## src/design/tkss_pkg.sv

```systemverilog
// ----------------------------------------------------------------------------
// tkss_pkg
// Shared types for the time keyed selection sorter: input and result words,
// the stored record layout and the scan control group.
// ----------------------------------------------------------------------------
package tkss_pkg;

  // Input word, one key event plus end-of-set flag
  typedef struct packed {
    logic [31:0] event_time;
    logic [7:0]  key_code;
    logic        press;
    logic        last_in;
  } in_word_t;

  // Result word, one sorted record
  typedef struct packed {
    logic [31:0] sorted_time;
    logic [7:0]  sorted_code;
    logic        sorted_press;
    logic        last_out;
    logic        overflow;
  } out_word_t;

  // Stored record, 41 bits
  typedef struct packed {
    logic [31:0] rtime;
    logic [7:0]  code;
    logic        press;
  } rec_t;

  // Control that travels with a read word from the record memory
  typedef struct packed {
    logic vld;    // read data valid this cycle
    logic first;  // word is the record at the current position
    logic last;   // word is the final record of the scan
  } scan_ctl_t;

endpackage

```

## src/design/tkss_mem.sv

```systemverilog
// ----------------------------------------------------------------------------
// tkss_mem
// Record memory: one write port, one read port, registered read data.
// ----------------------------------------------------------------------------
module tkss_mem #(
  parameter int DEPTH = 64,
  parameter int AW    = 6
) (
  input  logic              clk,
  input  logic              we,
  input  logic [AW-1:0]     waddr,
  input  tkss_pkg::rec_t    wdata,
  input  logic              re,
  input  logic [AW-1:0]     raddr,
  output tkss_pkg::rec_t    rdata
);

  tkss_pkg::rec_t mem [DEPTH];
  tkss_pkg::rec_t rdata_r;

  // write port
  always_ff @(posedge clk) begin
    if (we) begin
      mem[waddr] <= wdata;
    end
  end

  // read port, read data registered while re is high
  always_ff @(posedge clk) begin
    if (re) begin
      rdata_r <= mem[raddr];
    end
  end

  assign rdata = rdata_r;

endmodule

```

## src/design/tkss_scan.sv

```systemverilog
// ----------------------------------------------------------------------------
// tkss_scan
// Minimum tracker: follows the read words of one scan and keeps the first
// record with the strictly smallest time, its address, and the record that
// sat at the scan's starting position.
// ----------------------------------------------------------------------------
module tkss_scan #(
  parameter int AW = 6
) (
  input  logic                clk,
  input  tkss_pkg::scan_ctl_t ctl,
  input  logic [AW-1:0]       idx,
  input  tkss_pkg::rec_t      rdata,
  output tkss_pkg::rec_t      best,
  output logic [AW-1:0]       best_idx,
  output tkss_pkg::rec_t      hold
);

  tkss_pkg::rec_t  best_r;
  logic [AW-1:0]   best_idx_r;
  tkss_pkg::rec_t  hold_r;
  logic            take;

  // first word seeds the minimum; later words replace it only when smaller
  assign take = ctl.vld && (ctl.first || (rdata.rtime < best_r.rtime));

  always_ff @(posedge clk) begin
    if (take) begin
      best_r     <= rdata;
      best_idx_r <= idx;
    end
    if (ctl.vld && ctl.first) begin
      hold_r <= rdata;
    end
  end

  assign best     = best_r;
  assign best_idx = best_idx_r;
  assign hold     = hold_r;

endmodule

```

## src/design/time_keyed_selection_sorter_top.sv

```systemverilog
// ----------------------------------------------------------------------------
// time_keyed_selection_sorter_top
// Collects key event records, sorts them by time with a selection sort and
// emits them in order.
// ----------------------------------------------------------------------------
// Loading takes one word per cycle while busy is low; a word that finds the
// store full is dropped and marks overflow on every result of its set. The
// word with last_in ends the set and busy rises. For sorted position i of n
// records the block reads records i..n-1 through the single read port of the
// record memory, one per cycle, then emits the smallest one and writes the
// displaced record back. Results come one per strobe on out_valid and cannot
// be held off; busy drops after the result marked last_out.
// ----------------------------------------------------------------------------
module time_keyed_selection_sorter_top #(
  parameter int STORE_DEPTH = 64
) (
  input  logic                  clk,
  input  logic                  rst_n,
  input  logic                  start,
  output logic                  busy,
  input  tkss_pkg::in_word_t    in_word,
  output logic                  out_valid,
  output tkss_pkg::out_word_t   out_word
);

  localparam int AW = $clog2(STORE_DEPTH);
  localparam int CW = $clog2(STORE_DEPTH + 1);

  localparam logic [1:0] ST_IDLE   = 2'd0;
  localparam logic [1:0] ST_SCAN   = 2'd1;
  localparam logic [1:0] ST_FINISH = 2'd2;

  logic [1:0]    state_r, state_nxt;
  logic [CW-1:0] count_r, count_nxt;
  logic          drop_r, drop_nxt;
  logic [CW-1:0] n_r, n_nxt;
  logic [AW-1:0] pos_r, pos_nxt;
  logic [AW-1:0] rd_addr_r, rd_addr_nxt;
  logic          issuing_r, issuing_nxt;

  tkss_pkg::scan_ctl_t ctl_r, ctl_nxt;
  logic [AW-1:0]       rd_idx_r;

  logic              accept;
  logic              room;
  logic [CW-1:0]     cnt_new;
  logic              rd_at_end;
  logic              pos_at_end;

  logic              mem_we;
  logic [AW-1:0]     mem_waddr;
  tkss_pkg::rec_t    mem_wdata;
  logic              mem_re;
  tkss_pkg::rec_t    mem_rdata;

  tkss_pkg::rec_t    best;
  logic [AW-1:0]     best_idx;
  tkss_pkg::rec_t    hold;

  // handshake and load bookkeeping
  assign busy       = (state_r != ST_IDLE);
  assign accept     = start && !busy;
  assign room       = (count_r < CW'(STORE_DEPTH));
  assign cnt_new    = room ? (count_r + CW'(1)) : count_r;
  assign rd_at_end  = (CW'(rd_addr_r) == (n_r - CW'(1)));
  assign pos_at_end = ((CW'(pos_r) + CW'(1)) == n_r);

  // memory port selection: load writes in idle, swap write in finish
  always_comb begin
    mem_we    = 1'b0;
    mem_waddr = count_r[AW-1:0];
    mem_wdata = '{rtime: in_word.event_time, code: in_word.key_code,
                  press: in_word.press};
    if (state_r == ST_FINISH) begin
      mem_we    = 1'b1;
      mem_waddr = best_idx;
      mem_wdata = hold;
    end else if (accept && room) begin
      mem_we = 1'b1;
    end
  end

  assign mem_re = (state_r == ST_SCAN) && issuing_r;

  // sequencer next state
  always_comb begin
    state_nxt   = state_r;
    count_nxt   = count_r;
    drop_nxt    = drop_r;
    n_nxt       = n_r;
    pos_nxt     = pos_r;
    rd_addr_nxt = rd_addr_r;
    issuing_nxt = issuing_r;
    ctl_nxt     = '{vld: mem_re, first: (rd_addr_r == pos_r), last: rd_at_end};
    case (state_r)
      ST_IDLE: begin
        if (accept) begin
          count_nxt = cnt_new;
          drop_nxt  = drop_r | !room;
          if (in_word.last_in) begin
            n_nxt       = cnt_new;
            pos_nxt     = '0;
            rd_addr_nxt = '0;
            issuing_nxt = 1'b1;
            state_nxt   = ST_SCAN;
          end
        end
      end
      ST_SCAN: begin
        if (issuing_r) begin
          if (rd_at_end) begin
            issuing_nxt = 1'b0;
          end else begin
            rd_addr_nxt = rd_addr_r + AW'(1);
          end
        end
        if (ctl_r.vld && ctl_r.last) begin
          state_nxt = ST_FINISH;
        end
      end
      ST_FINISH: begin
        if (pos_at_end) begin
          count_nxt = '0;
          drop_nxt  = 1'b0;
          state_nxt = ST_IDLE;
        end else begin
          pos_nxt     = pos_r + AW'(1);
          rd_addr_nxt = pos_r + AW'(1);
          issuing_nxt = 1'b1;
          state_nxt   = ST_SCAN;
        end
      end
      default: begin
        state_nxt = ST_IDLE;
      end
    endcase
  end

  // control registers
  always_ff @(posedge clk) begin
    if (!rst_n) begin
      state_r   <= ST_IDLE;
      count_r   <= '0;
      drop_r    <= 1'b0;
      issuing_r <= 1'b0;
      ctl_r     <= '0;
    end else begin
      state_r   <= state_nxt;
      count_r   <= count_nxt;
      drop_r    <= drop_nxt;
      issuing_r <= issuing_nxt;
      ctl_r     <= ctl_nxt;
    end
  end

  // position and address registers
  always_ff @(posedge clk) begin
    n_r       <= n_nxt;
    pos_r     <= pos_nxt;
    rd_addr_r <= rd_addr_nxt;
    rd_idx_r  <= rd_addr_r;
  end

  tkss_mem #(
    .DEPTH (STORE_DEPTH),
    .AW    (AW)
  ) u_mem (
    .clk   (clk),
    .we    (mem_we),
    .waddr (mem_waddr),
    .wdata (mem_wdata),
    .re    (mem_re),
    .raddr (rd_addr_r),
    .rdata (mem_rdata)
  );

  tkss_scan #(
    .AW (AW)
  ) u_scan (
    .clk      (clk),
    .ctl      (ctl_r),
    .idx      (rd_idx_r),
    .rdata    (mem_rdata),
    .best     (best),
    .best_idx (best_idx),
    .hold     (hold)
  );

  // result word
  assign out_valid = (state_r == ST_FINISH);
  assign out_word  = '{sorted_time: best.rtime, sorted_code: best.code,
                       sorted_press: best.press, last_out: pos_at_end,
                       overflow: drop_r};

  // read data only arrives during a scan
  a_rd_in_scan: assert property (@(posedge clk) disable iff (!rst_n)
    ctl_r.vld |-> (state_r == ST_SCAN))
    else $error("read data outside scan");

  // the swap write never meets a read in the same cycle
  a_no_rw_overlap: assert property (@(posedge clk) disable iff (!rst_n)
    !(mem_we && mem_re))
    else $error("memory read and write overlap");

  // result strobes never come back to back
  a_one_strobe: assert property (@(posedge clk) disable iff (!rst_n)
    out_valid |=> !out_valid)
    else $error("back to back result strobes");

  // store count never exceeds the depth
  a_count_range: assert property (@(posedge clk) disable iff (!rst_n)
    count_r <= CW'(STORE_DEPTH))
    else $error("record count beyond depth");

  // the final result leaves the block idle and empty
  a_set_closed: assert property (@(posedge clk) disable iff (!rst_n)
    (out_valid && out_word.last_out) |=> (!busy && (count_r == '0) && !drop_r))
    else $error("set not closed after last result");

endmodule

```

## config.mk

```make
export PLATFORM = sky130hd
export DESIGN_NAME = time_keyed_selection_sorter_top
export DESIGN_NICKNAME = d
export VERILOG_FILES = /design/src/design/tkss_pkg.sv /design/src/design/tkss_mem.sv /design/src/design/tkss_scan.sv /design/src/design/time_keyed_selection_sorter_top.sv
export SDC_FILE = /design/constraint.sdc
export NUM_CORES = 2
export LEC_CHECK = 0
export ABC_CLOCK_PERIOD_IN_PS = 10000
export BUFFER_PORTS_ARGS = -buffer_cell sky130_fd_sc_hd__buf_2
export CORE_UTILIZATION = 40
export DETAILED_ROUTE_END_ITERATION = 10
export MAX_ROUTING_LAYER = met4
export PLACE_DENSITY = 0.62
export REMOVE_ABC_BUFFERS = 1
export SETUP_SLACK_MARGIN = 0.2
export SKIP_CTS_REPAIR_TIMING = 1
export SYNTH_ARGS = -nofsm -noshare
export SYNTH_HDL_FRONTEND = slang
export SYNTH_SLANG_ARGS = --single-unit
```

## constraint.sdc

```tcl
create_clock -name clk -period 10 [get_ports clk]
set_input_delay 2 -clock clk [delete_from_list [all_inputs] [get_ports clk]]
set_output_delay 2 -clock clk [all_outputs]
set_load 0.01 [all_outputs]
```

# --- Word-level counts from Yosys, hierarchy flattened ---
# Memory sizes are Yosys's and may differ from the RTL's. A register that Yosys moved wholly into a read port is not among the register bits.
# Index checks and enable logic that the tools add are counted.
# W data, S select, Z words.
classes:
  addsub: 5
  magnitude_cmp: 2
  n_eq_ne: 12
  mux: 31
  bitwise: 1
  n_reduce_logical: 19
op_table:
  columns: ["operator", "n"]
  rows:
  - ["$mux W41", 1]
  - ["$mux W6", 6]
  - ["$lt A32 B32 Y1", 1]
  - ["$mux W7", 3]
  - ["$pmux W6 S3", 1]
  - ["$pmux W7 S2", 1]
  - ["$add A6 B1 Y6 const B", 2]
  - ["$mux W1", 12]
  - ["$pmux W6 S2", 1]
  - ["$ne A2 B2 Y1 const B", 5]
  - ["$reduce_and A3 Y1", 3]
  - ["$reduce_and A4 Y1", 2]
  - ["$add A6 B1 Y7 const B", 1]
  - ["$add A7 B1 Y7 const B", 1]
  - ["$eq A6 B7 Y1", 1]
  - ["$eq A7 B7 Y1", 1]
  - ["$lt A7 B7 Y1 const B", 1]
  - ["$sub A7 B1 Y7 const B", 1]
  - ["$eq A6 B6 Y1", 1]
  - ["$logic_and A1 B1 Y1", 6]
  - ["$mux W2", 3]
  - ["$pmux W2 S3", 1]
  - ["$reduce_and A6 Y1", 1]
  - ["$ne A2 B1 Y1 const B", 2]
  - ["10 further kinds", 12]
word_totals:
  ff_bits: 127
  ram_bits: 2624
  inputBits: 45
  out_inout_bits: 45
  word_cells: 89
  memories: 1
memory_table:
  columns: ["memory", "depth", "width", "rd", "rd_ports_with_merged_regs", "write_ports", "line_no", "rtl"]
  rows:
  - ["u_mem.mem", 64, 41, 1, 1, 1, "tkss_mem.sv:18", "tkss_pkg::rec_t mem [DEPTH];"]

# --- Depth between registers and ports, before layout ---
depth:
  word_depth: 8
  depth_mapped: 11

# --- By module ---
# A second synthesis with hierarchy kept.
hier_totals:
  hier_cells: 4699
  area_unflattened_um2: 106716.1
by_module_without_submodules:
  columns: ["mod", "instances", "cells_each", "area_per_inst_um2", "seq_area_each_um2"]
  rows:
  - ["tkss_mem", 1, 4226, 100518.9, 80026.8]
  - ["tkss_scan", 1, 197, 3425.8, 2642.5]
  - ["time_keyed_selection_sorter_top", 1, 276, 2771.4, 970.9]

# --- Worst setup path before layout ---
# Ideal clock, no wire load.
synth_path:
  path_type: "input -> register"
  from: "input start"
  to: "memory u_mem.mem[0][0] (netlist name), enable pin"
  setup_time_ns: 0.440
  t_arrival_ns: 4.626
  required_ns: 9.560
  setup_slack_ns: 4.934
  stages: 5
  cell_sequence: "nand2_1 or4_1 o21ai_0 nand2_1 nor2_1"
synth_via:
  elab_chain_len: 6
synth_rtl:
  columns: ["item", "line_no", "rtl"]
  rows:
  - ["start: declaration", "time_keyed_selection_sorter_top.sv:19", "input logic start,"]
  - ["$logic_and A1 B1 Y1", "time_keyed_selection_sorter_top.sv:62", "assign accept = start && !busy;"]
  - ["$logic_and A1 B1 Y1", "time_keyed_selection_sorter_top.sv:78", "end else if (accept && room) begin"]
  - ["$mux W1", "time_keyed_selection_sorter_top.sv:78", null]
  - ["$mux W1", "time_keyed_selection_sorter_top.sv:74", "if (state_r == ST_FINISH) begin"]
  - ["$mux W1", "tkss_mem.sv:23", "if (we) begin"]
  - ["$mux W1 (implied by the code)", "tkss_mem.sv:24", "mem[waddr] <= wdata;"]
  - ["end: declaration", "tkss_mem.sv:18", null]
# No other way between the ends.

==> report_table.html <==
<table>
<tr><th>Metric</th><th>Value</th></tr>
<tr><th colspan="2">Global route</th></tr>
<tr><td>Via count of the first global-routing pass</td><td>between 40000 and 50000</td></tr>
<tr><td>Pin count of the biggest net entering global routing</td><td>112</td></tr>
<tr><td>First-pass GRT wire length</td><td>400 mm</td></tr>
<tr><td>Initial antenna violation count</td><td>20</td></tr>
<tr><td>Remaining global-route overflow</td><td>0</td></tr>
<tr><td>Overall fraction of global-route tracks in use</td><td>a little over a fifth</td></tr>
<tr><th colspan="2">Clock tree</th></tr>
<tr><td># clock sinks</td><td>between 2000 and 3000</td></tr>
<tr><td>Insertion delay of the later-clocked pin in the worst-skew pair</td><td>approximately 920 ps</td></tr>
<tr><td>Number of buffers added by the clock tree synthesis step</td><td>between 200 and 300</td></tr>
<tr><td>Worst-case clock buffer depth</td><td>4</td></tr>
<tr><td>Root buf cell</td><td>sky130_fd_sc_hd__clkbuf_16</td></tr>
<tr><td>H-tree depth</td><td>5</td></tr>
<tr><td>CTS tree</td><td>done</td></tr>
<tr><td>Clock-pin slew on the worst setup and hold paths</td><td>roughly 60 ps</td></tr>
<tr><th colspan="2">Floorplan</th></tr>
<tr><td>Width of the die</td><td>about 520 um</td></tr>
<tr><td>Y dimension of the die</td><td>around 520 um</td></tr>
<tr><td>Effective utilization at floorplan</td><td>between 40% and 50%</td></tr>
<tr><td>Top-Level Pins</td><td>90</td></tr>
<tr><td>Total number of placement rows</td><td>approximately 190</td></tr>
<tr><td>Total core area</td><td>between 0.2 and 0.3 sq mm</td></tr>
<tr><td>Overall die area</td><td>approximately 0.27 sq mm</td></tr>
<tr><th colspan="2">Final layout</th></tr>
<tr><td>Final cell utilization of the core</td><td>a little under half</td></tr>
<tr><td>Layout overhead on the synthesized area</td><td>13.4%</td></tr>
<tr><td>Layout cell share with drive strength beyond 1</td><td>29.2%</td></tr>
<tr><td>Area of all placed cells without fillers</td><td>0.121 sq mm</td></tr>
<tr><td>Total Nets Final</td><td>roughly 4900</td></tr>
<tr><th colspan="2">Logic synthesis</th></tr>
<tr><td>Yosys warning total</td><td>0</td></tr>
<tr><td>Top cells by area, synth</td><td>sky130_fd_sc_hd__edfxtp_1 (78%), sky130_fd_sc_hd__mux4_2 (16%), sky130_fd_sc_hd__mux2i_1 (0.89%)</td></tr>
<tr><td>Distinct cell type count of the synthesized netlist</td><td>just over 60</td></tr>
<tr><td>Sequential cell area fraction in the yosys report</td><td>between 70% and 80%</td></tr>
<tr><td>Synthesis-stage register bit count</td><td>about 2800</td></tr>
<tr><td>Post-synth design cell area</td><td>0.107 sq mm</td></tr>
<tr><td>Top cell type by total area after synthesis</td><td>sky130_fd_sc_hd__edfxtp_1</td></tr>
<tr><td>Leading cell types by count after synthesis</td><td>sky130_fd_sc_hd__edfxtp_1 (2772), sky130_fd_sc_hd__mux4_2 (757), sky130_fd_sc_hd__clkbuf_1 (121), sky130_fd_sc_hd__nor2_1 (113), sky130_fd_sc_hd__mux2i_1 (95)</td></tr>
<tr><td>Synth Instances</td><td>about 4600</td></tr>
<tr><td>Most frequent cell after synthesis</td><td>sky130_fd_sc_hd__edfxtp_1</td></tr>
<tr><td>Async set or reset register ratio after synthesis</td><td>0%</td></tr>
<tr><td>Portion of synthesized cell area occupied by the leading cell type</td><td>approximately 80%</td></tr>
<tr><td>Average footprint of a synthesized cell</td><td>around 23 sq um</td></tr>
<tr><td>Number of synthesized flops with an enable pin</td><td>2772</td></tr>
<tr><td>Most used DFF post-synth</td><td>sky130_fd_sc_hd__edfxtp_1</td></tr>
<tr><th colspan="2">Setup path</th></tr>
<tr><td>Reg2Reg Capture Point</td><td>u_mem.mem[16][14]</td></tr>
<tr><td>Worst path required time</td><td>around 8000 ps</td></tr>
<tr><td>Startpoint of the worst register-to-register path</td><td>state_r[0]</td></tr>
<tr><td>Internal reg-to-reg setup slack</td><td>about 4900 ps</td></tr>
<tr><td>Critical path class</td><td>register to primary output</td></tr>
<tr><td>Startpoint kind of the worst setup timing path</td><td>register</td></tr>
<tr><td>FF-to-FF path depth</td><td>7</td></tr>
<tr><td>End of the critical path</td><td>out_word[1]</td></tr>
<tr><td>Endpoint type of the worst setup path</td><td>primary output</td></tr>
<tr><td>Startpoint of the most critical setup path</td><td>pos_r[0]</td></tr>
<tr><td>Largest fanout on the critical path</td><td>5</td></tr>
<tr><td>Arrival time of data at the critical path endpoint</td><td>between 3000 and 4000 ps</td></tr>
<tr><th colspan="2">Placement</th></tr>
<tr><td>Gpl congestion</td><td>0.853</td></tr>
<tr><td>DP Area</td><td>roughly 0.11 sq mm</td></tr>
<tr><td>Number of port buffers</td><td>89</td></tr>
<tr><td>Total half-perimeter wirelength after legalization and detailed placement</td><td>164 mm</td></tr>
<tr><th colspan="2">Pwr</th></tr>
<tr><td>Power Dens Cells</td><td>between 200 and 250 mW/mm^2</td></tr>
<tr><td>Final Power</td><td>26.1 mW</td></tr>
<tr><td>Worst vdd rail ir drop</td><td>0.168 mV</td></tr>
<tr><td>Leakage power summed over all cells</td><td>37.3 nW</td></tr>
<tr><th colspan="2">Route</th></tr>
<tr><td>Via count</td><td>slightly above 50000</td></tr>
<tr><td>Routed length per placed instance</td><td>between 30 and 40 um</td></tr>
<tr><td>Iter 0 DRT Violations</td><td>between 7000 and 8000</td></tr>
<tr><td>DRC violation count after routing</td><td>0</td></tr>
<tr><td>Remaining antenna violation count</td><td>0</td></tr>
<tr><td>Router iterations before antenna repair</td><td>8</td></tr>
<tr><td>Via-to-Cell Ratio</td><td>5.92</td></tr>
<tr><td>Total wire length after detailed routing</td><td>287 mm</td></tr>
<tr><th colspan="2">STA</th></tr>
<tr><td>Max-Slew Margin vs Limit</td><td>about a tenth</td></tr>
<tr><td>Measured slew at the worst slew-check pin</td><td>around 1300 ps</td></tr>
<tr><td>Summed negative setup slack over all endpoints</td><td>0 ps</td></tr>
<tr><td>Final Slew Violations</td><td>0</td></tr>
<tr><td>Min cycle time layout</td><td>roughly 5200 ps</td></tr>
<tr><td>Hold Vio Cnt, Final</td><td>0</td></tr>
<tr><td>Post-route clock period utilization</td><td>between 50% and 60%</td></tr>
<tr><td>Max Clock Skew</td><td>about 43 ps</td></tr>
<tr><td>Highest clock rate</td><td>between 150 and 200 MHz</td></tr>
<tr><td>Final setup violating endpoints</td><td>0</td></tr>
<tr><td>Unrepaired setup endpoints after global routing</td><td>no</td></tr>
<tr><th colspan="2">Status</th></tr>
<tr><td>Run status</td><td>finished, final reports clean</td></tr>
<tr><th colspan="2">Run</th></tr>
<tr><td>Reported max-cap violation count</td><td>0</td></tr>
<tr><th colspan="2">Min path</th></tr>
<tr><td>Hold WC Path Type</td><td>register to register</td></tr>
</table>
-- stage by stage --
stage               setup slack, ps  hold slack (ps)  instances
finish                         4800              405       8594
CTS                            4750              403       8585
detailed placement             4560              389       8089
global route                   4680              407       8590
global placement               4650              386       8088
floorplan                    -21730              386       4333
-- cell usage in the layout (no fill, tap or decap), types with 5 or more instances in the layout --
| cell type | instances |
|---|---|
| sky130_fd_sc_hd__clkinv_1 | 59 |
| sky130_fd_sc_hd__nor2_1 | 49 |
| sky130_fd_sc_hd__o211ai_1 | 47 |
| sky130_fd_sc_hd__o21a_1 | 5 |
| sky130_fd_sc_hd__a31oi_1 | 8 |
| sky130_fd_sc_hd__a22oi_1 | 21 |
| sky130_fd_sc_hd__dfxtp_1 | 20 |
| sky130_fd_sc_hd__a21o_1 | 7 |
| sky130_fd_sc_hd__diode_2 | 8 |
| sky130_fd_sc_hd__buf_4 | 123 |
| sky130_fd_sc_hd__nand2b_1 | 5 |
| sky130_fd_sc_hd__bufinv_16 | 15 |
| sky130_fd_sc_hd__mux2i_1 | 95 |
| sky130_fd_sc_hd__buf_12 | 11 |
| sky130_fd_sc_hd__nand4_1 | 9 |
| sky130_fd_sc_hd__nor3_1 | 7 |
| sky130_fd_sc_hd__o21ai_1 | 7 |
| sky130_fd_sc_hd__clkbuf_16 | 301 |
| sky130_fd_sc_hd__or2_2 | 10 |
| sky130_fd_sc_hd__a21oi_1 | 48 |
| sky130_fd_sc_hd__ha_1 | 38 |
| sky130_fd_sc_hd__nor2_4 | 64 |
| sky130_fd_sc_hd__o21ai_0 | 15 |
| sky130_fd_sc_hd__xor2_1 | 12 |
| sky130_fd_sc_hd__inv_1 | 43 |
| sky130_fd_sc_hd__nand3_1 | 19 |
| sky130_fd_sc_hd__nor2b_1 | 11 |
| sky130_fd_sc_hd__clkinv_2 | 43 |
| sky130_fd_sc_hd__buf_2 | 89 |
| sky130_fd_sc_hd__o22ai_1 | 64 |
| sky130_fd_sc_hd__nand2_1 | 78 |
| sky130_fd_sc_hd__mux2_2 | 18 |
| sky130_fd_sc_hd__clkbuf_1 | 69 |
| sky130_fd_sc_hd__mux4_2 | 757 |
| sky130_fd_sc_hd__mux2_4 | 25 |
| sky130_fd_sc_hd__edfxtp_1 | 2772 |
| sky130_fd_sc_hd__xnor2_1 | 20 |
-- power breakdown --
| group | internal, mW | switching, mW |
|---|---|---|
| sequential | 13.0 | 0.0436 |
| clock | 5.88 | 4.32 |
| combinational | 1.11 | 1.80 |
| total | 20.0 | 6.16 |
-- worst min-delay path by stage --
stage	start	endpoint	slack, ps	depth (start not counted)
finish	rd_idx_r[2]	u_scan.best_idx[2]	410	0
global route	rd_idx_r[1]	u_scan.best_idx[1]	410	0
CTS	rd_idx_r[0]	u_scan.best_idx[0]	400	0
detailed placement	rd_idx_r[2]	u_scan.best_idx[2]	390	0
global placement	rd_idx_r[5]	u_scan.best_idx[5]	390	0
floorplan	rd_idx_r[0]	u_scan.best_idx[0]	390	0
-- per-layer routing --
metal  part of all wire (%)  vias to the layer above  GRT usage [%]
li1                       -                    20081              -
met1                     41                    27818           30.5
met2                     47                     2562           32.9
met3                    9.0                      431           4.14
met4                    2.9                        0           6.22
met5                      0                        -              -
-- state kept, by name (all words and copies together) (netlist names) --
name             count
issuing_r            1
n_r                  7
u_mem.mem         2624
count_r              7
u_scan.best         41
u_mem.rdata         41
u_scan.best_idx      6
ctl_r                3
u_scan.hold         41
rd_addr_r            6
drop_r               1
pos_r                6
rd_idx_r             6
state_r              2
-- worst max-delay path, stage by stage (launching register included) --
cell	delay [ps]
sky130_fd_sc_hd__edfxtp_1	490
sky130_fd_sc_hd__ha_1	360
sky130_fd_sc_hd__xnor2_1	140
sky130_fd_sc_hd__o211ai_1	110
sky130_fd_sc_hd__or4b_4	590
sky130_fd_sc_hd__nor3_2	390
sky130_fd_sc_hd__buf_2	210
-- layout make-up --
| class | instances | area, sq um |
|---|---|---|
| Timing Repair Buffer | 224 | 1600 |
| Inverter | 43 | 161 |
| Clock buffer | 372 | 7820 |
| Antenna cell | 8 | 20.0 |
| Multi-Input combinational cell | 1498 | 22800 |
| Fill cell | 21644 | 144000 |
| Sequential cell | 2792 | 83600 |
| Clock inverter | 124 | 945 |
| Tap cell | 3533 | 4420 |
-- cell families (layout without fill, tap and decap cells) --
family	count (synthesis)	in the layout	synth area share, %
mux	895	895	17.3
buf+inv	279	763	1.13
simple gates	280	280	1.18
flops	2792	2792	78.1
compound gates	250	250	1.54
xor+xnor	34	34	0.298
other cells	0	8	0
fa+ha+maj	39	39	0.456
Power figures use the tool's default switching activity.
